[src/tspd_pkg.sv]
`timescale 1ns / 1ps
// Shared types and constants for the three-step phase demodulator.
// No dependencies; every other file under src refers to this package by scoped names.
package tspd_pkg;

  localparam int CORDIC_STEPS = 30;
  // lane depth: sums, T/X/D, products, init, then one CORDIC step per stage
  localparam int LANE_LAT     = CORDIC_STEPS + 4;
  localparam int ANGLE_W      = 36;   // Q30 radians, covers 3*pi
  localparam int LIM_W        = 23;   // 81 * 255 * 255
  localparam int THR_W        = 8;
  localparam int AMP_W        = 12;
  localparam int NEAR_PH_W    = 16;
  localparam int FAR_PH_W     = 18;

  localparam logic [THR_W-1:0]     THR_RESET    = 8'd10;
  localparam logic [AMP_W-1:0]     AMP_MAX      = 12'd4095;
  localparam logic [NEAR_PH_W-1:0] NEAR_INVALID = 16'h8000;
  localparam logic [FAR_PH_W-1:0]  FAR_INVALID  = 18'h38000;

  localparam logic signed [ANGLE_W-1:0] PI_Q30    = 36'sd3373259426;
  localparam logic signed [32:0]        SQRT3_Q30 = 33'sd1859775393;

  // atan(2^-i) in Q30, rounded
  localparam logic [31:0] ATAN_Q30 [CORDIC_STEPS] = '{
    32'd843314857, 32'd497837829, 32'd263043837, 32'd133525159,
    32'd67021687,  32'd33543516,  32'd16775851,  32'd8388437,
    32'd4194283,   32'd2097149,   32'd1048576,   32'd524288,
    32'd262144,    32'd131072,    32'd65536,     32'd32768,
    32'd16384,     32'd8192,      32'd4096,      32'd2048,
    32'd1024,      32'd512,       32'd256,       32'd128,
    32'd64,        32'd32,        32'd16,        32'd8,
    32'd4,         32'd2
  };

endpackage

[src/tspd_merge.sv]
`timescale 1ns / 1ps
// Combines the two lanes: threshold test, phase unwrap and rounding to the
// output scale, into the output register. Uses tspd_pkg.
module tspd_merge #(
  parameter int QW              = 23,
  parameter int PHASE_FRAC_BITS = 13
) (
  input  logic clk,
  input  logic en,
  input  logic [tspd_pkg::LIM_W-1:0] lim,
  input  logic [QW-1:0] n_q,
  input  logic [QW-1:0] f_q,
  input  logic signed [tspd_pkg::ANGLE_W-1:0] n_ang,
  input  logic signed [tspd_pkg::ANGLE_W-1:0] f_ang,
  input  logic [tspd_pkg::AMP_W-1:0] n_amp,
  input  logic [tspd_pkg::AMP_W-1:0] f_amp,
  input  logic [tspd_pkg::AMP_W-1:0] n_bias,
  input  logic [tspd_pkg::AMP_W-1:0] f_bias,
  output logic [tspd_pkg::NEAR_PH_W-1:0] near_phase,
  output logic [tspd_pkg::FAR_PH_W-1:0] far_phase,
  output logic [tspd_pkg::AMP_W-1:0] near_amplitude,
  output logic [tspd_pkg::AMP_W-1:0] far_amplitude,
  output logic [tspd_pkg::AMP_W-1:0] near_bias,
  output logic [tspd_pkg::AMP_W-1:0] far_bias,
  output logic pixel_valid
);
  localparam int AW = tspd_pkg::ANGLE_W;
  localparam logic signed [AW-1:0] HALF = AW'(1) <<< (29 - PHASE_FRAC_BITS);

  logic [QW-1:0] lim_q;
  logic ok;
  logic signed [AW-1:0] fa, nr, fr;
  assign lim_q = QW'(lim);
  assign ok    = !((n_q < lim_q) || (f_q < lim_q));
  assign fa    = (n_ang > f_ang) ? f_ang + (tspd_pkg::PI_Q30 <<< 1) : f_ang;
  assign nr    = (n_ang + HALF) >>> (30 - PHASE_FRAC_BITS);
  assign fr    = (fa + HALF) >>> (30 - PHASE_FRAC_BITS);

  always_ff @(posedge clk) begin
    if (en) begin
      near_phase     <= ok ? nr[tspd_pkg::NEAR_PH_W-1:0] : tspd_pkg::NEAR_INVALID;
      far_phase      <= ok ? fr[tspd_pkg::FAR_PH_W-1:0] : tspd_pkg::FAR_INVALID;
      near_amplitude <= n_amp;
      far_amplitude  <= f_amp;
      near_bias      <= n_bias;
      far_bias       <= f_bias;
      pixel_valid    <= ok;
    end
  end

endmodule

[config.mk]
export PLATFORM = sky130hd
export DESIGN_NAME = tspd_merge
export DESIGN_NICKNAME = d
export VERILOG_FILES = /design/src/tspd_pkg.sv /design/src/tspd_merge.sv
export SDC_FILE = /design/constraint.sdc
export NUM_CORES = 1
export LEC_CHECK = 0
export ABC_AREA = 1
export BUFFER_PORTS_ARGS = -buffer_cell sky130_fd_sc_hd__clkbuf_2
export CAP_MARGIN = 40
export CELL_PAD_IN_SITES_DETAIL_PLACEMENT = 1
export CELL_PAD_IN_SITES_GLOBAL_PLACEMENT = 1
export CORE_MARGIN = 1.5
export CORE_UTILIZATION = 38
export CTS_CLUSTER_SIZE = 40
export DETAILED_ROUTE_END_ITERATION = 6
export PLACE_DENSITY_LB_ADDON = 0.15
export SYNTH_ARGS = -nofsm -noshare
export SYNTH_HDL_FRONTEND = slang
export SYNTH_SLANG_ARGS = --single-unit
[constraint.sdc]
create_clock -name clk -period 4.3 [get_ports clk]
set_input_delay 0 -clock clk [delete_from_list [all_inputs] [get_ports clk]]
set_output_delay 0 -clock clk [all_outputs]
set_load 0.01 [all_outputs]
==> summary.txt <==
========================================================================================
Master of the slowest instance on the critical path                                 ha_1
Average wire per cell in the routed design                                       17.0 um
Synth Instances                                                                      874
Routability Congestion                                                             0.889
Post-Syn Area per Cell                                                         7.76 um^2
Top cells by count, synth                                                   229 x nand2_1, 125 x inv_1, 88 x nor2_1
Via count of the routed design                                                      7087
CTS tree                                                                           built
Most repeated library cell on the critical path                                  nand2_1
Final wirelength                                                                24400 um
Final sum of negative setup slack                                                   0 ns
Class of the tightest hold or removal check                                 primary input to flop
Top area cells in the synthesized netlist                                   edfxtp_1 37%, ha_1 15%, nand2_1 13%
Worst-Margin Slew                                                               0.467 ns
Number of pins with negative max-slew slack in the final report                        0
Worst Path Buf+Inv                                                                     3
Number of distinct library cells after synthesis                                      44
Count of cells resized by post-cts repair                                              0
Final Cycle Share                                                                  0.705
Nets                                                                                1473
Required time at the worst-slack endpoint                                        4.38 ns
Sort of element at the start of the critical path                           primary input
Max-slew headroom                                                                  0.686
Number of clock buffers inserted by TritonCTS                                          9
Final Worst Setup Slack                                                          1.27 ns
Antenna violations before repair                                                       0
Smallest hold slack                                                            0.0282 ns
Final antenna diode count                                                              0
Util after Layout                                                                  0.530
CTS root buf                                                                   clkbuf_16
Maximum single-stage delay on the critical path                                  0.37 ns
Flop and latch count out of synthesis                                                 83
Post-synthesis to final-layout area growth                                         35.7%
Hold path startpoint                                                           n_ang[32]
Stages on worst setup path                                                            24
Number of search-and-repair iterations in the first detailed-routing pass              5
Number of enable flip-flop cells after synthesis                                      83
Cell-by-cell listing of the critical path                                   clkbuf_2 > clkinv_1 > ha_1 > nand2_1 > nor2_1 > nand2_1 > nor2_2 > nand3_1 > nand2_1 > nor2_1 > nand2_1 > nand2_2 > nand3_4 > nand2_1 > o21ai_2 > inv_2 > ha_1 > nand3_1 > nor2_4 > nand2_2 > nor2_4 > nand3_1 > nand2_1 > nand3_1
CTS clk-pin slew, worst paths                                                    0.07 ns
Overall power of the completed layout                                            2.58 mW
Crit path capture type                                                              flop
Most common cell in the synthesized netlist                                      nand2_1
Post-synth top flop                                                             edfxtp_1
Core area                                                                     17400 um^2
Yosys synthesis warning count                                                          0
Per-cell via count in the routed design                                             4.96
Critical Path Start                                                            f_ang[25]
Cell taking the most area after synthesis                                       edfxtp_1
Height of the die                                                                 137 um
Area of the mapped netlist                                                     6790 um^2
Hold path depth                                                                        3
Initial cell density of the core                                                   0.391
Worst path arrival time                                                          3.11 ns
Mapped Nets                                                                         1147
Share of synthesized flip-flops with an asynchronous set or reset                      0
Remaining global-route overflow                                                        0
HPWL after detailed placement                                                   19300 um
Via count of the first global-routing pass                                          7406
Floorplan row count                                                                   48
Count of pins on the block boundary                                                  274
Number of I/O port buffers                                                           273
H-tree depth                                                                           3
CP Class                                                                    primary input to flop
Overall die area                                                              18700 um^2
Fraction of synthesized cell area taken by the top area cell type                  0.367
Largest net degree at the start of global routing                                     67
CTS max path bufs                                                                      2
Static power due to leakage                                                      4.73 nW
Tmin final                                                                       3.03 ns
Pwr/cell area                                                                280 nW/um^2
Remaining number of nets flagged by the antenna check after routing                    0
Peak supply drop                                                                0.295 mV
Layout cells sized above 1                                                         0.279
Status                                                                         completed
Register area share after synthesis                                                0.367
CP delay by family, top                                                     simple AND/OR/NAND/NOR gates
Global-route wire length before repair                                          37900 um
Final count of hold timing violations                                                  0
Max Cap Violations                                                                     0
DR DRC count                                                                           0
Final setup vio count                                                                  0
Worst Path Max Fanout                                                                 21
Die Span X                                                                        137 um
Total GRT Usage                                                                    0.264
Detailed router's first-iteration violation count                                    400
Pre-CTS worst setup slack                                                       0.920 ns
Total number of clock tree sinks                                                      83
Timing-limited maximum frequency                                                 330 MHz
Unrepaired setup endpoints after global routing                                       no
========================================================================================
-- layout make-up --
class | count | area (um^2)
clock buffer | 10 | 229
clock inverter | 6 | 71.3
fill | 2222 | 8150
inverter | 129 | 484
multi-input combinational | 654 | 3760
sequential | 83 | 2490
tap | 225 | 282
timing repair buffer | 323 | 1880
-- per-stage QoR --
stage,cell area [um^2],std cells
6_report,9210,1430
5_1_grt,9210,1430
4_1_cts,9210,1430
3_5_place_dp,8420,1366
3_3_place_gp,8400,1365
2_1_floorplan,6790,874
-- final timing paths --
kind              slack [ns]              to
setup / recovery        1.27   far_phase[17]
hold / removal          0.03  near_phase[15]
-- logic make-up (layout without fill, tap and decap cells) --
family	Yosys count	after routing	synth area share
and+or+nand+nor	464	464	0.309
adders and majority gates	82	82	0.151
AOI/OAI and AO/OA	94	94	0.0763
buffers and inverters	137	468	0.0782
xor gates and xnor gates	14	14	0.0181
DFF	83	83	0.367
-- layer usage --
metal	vias up	share of wire	GRT usage
li1	3570	-	-
met1	3263	0.41	0.308
met2	224	0.51	0.499
met3	30	0.063	0.0444
met4	0	0.018	0.0644
met5	-	0	0
-- registers in the layout (all words and copies together) (netlist names) --
| signal | flops |
|---|---|
| far_amplitude | 12 |
| pixel_valid | 1 |
| near_amplitude | 12 |
| near_bias | 12 |
| far_phase | 18 |
| near_phase | 16 |
| far_bias | 12 |
-- report_power, final --
group	switching [mW]	leakage, nW	internal, mW
Clock	0.351	0.140	0.456
Sequential	0.0258	0.806	0.970
Combinational	0.479	3.79	0.300
Total	0.855	4.73	1.73
-- cell usage in the layout (no fill, tap or decap), types with 3 or more instances in the layout --
cell,synthesis,routed
clkbuf_2,0,272
nand2_1,229,229
inv_1,125,125
nor2_1,88,88
edfxtp_1,83,83
ha_1,82,82
nand3_1,55,55
a21oi_1,53,53
dlygate4sd3_1,0,48
nand4_1,28,28
o21ai_0,23,23
nor3_1,15,15
xor2_1,14,14
nor2_2,13,13
nand2_2,13,13
clkbuf_16,0,9
nor2_4,4,4
nand3_2,3,3
inv_2,3,3
nor3b_1,3,3
or2_2,3,3
nand3b_1,3,3
-- timing repair --
item,4_1_cts,5_1_grt
buffers inserted,0,0
hold buffers,48,0
hold endpoints to repair,48,0
Power figures use the tool's default switching activity.
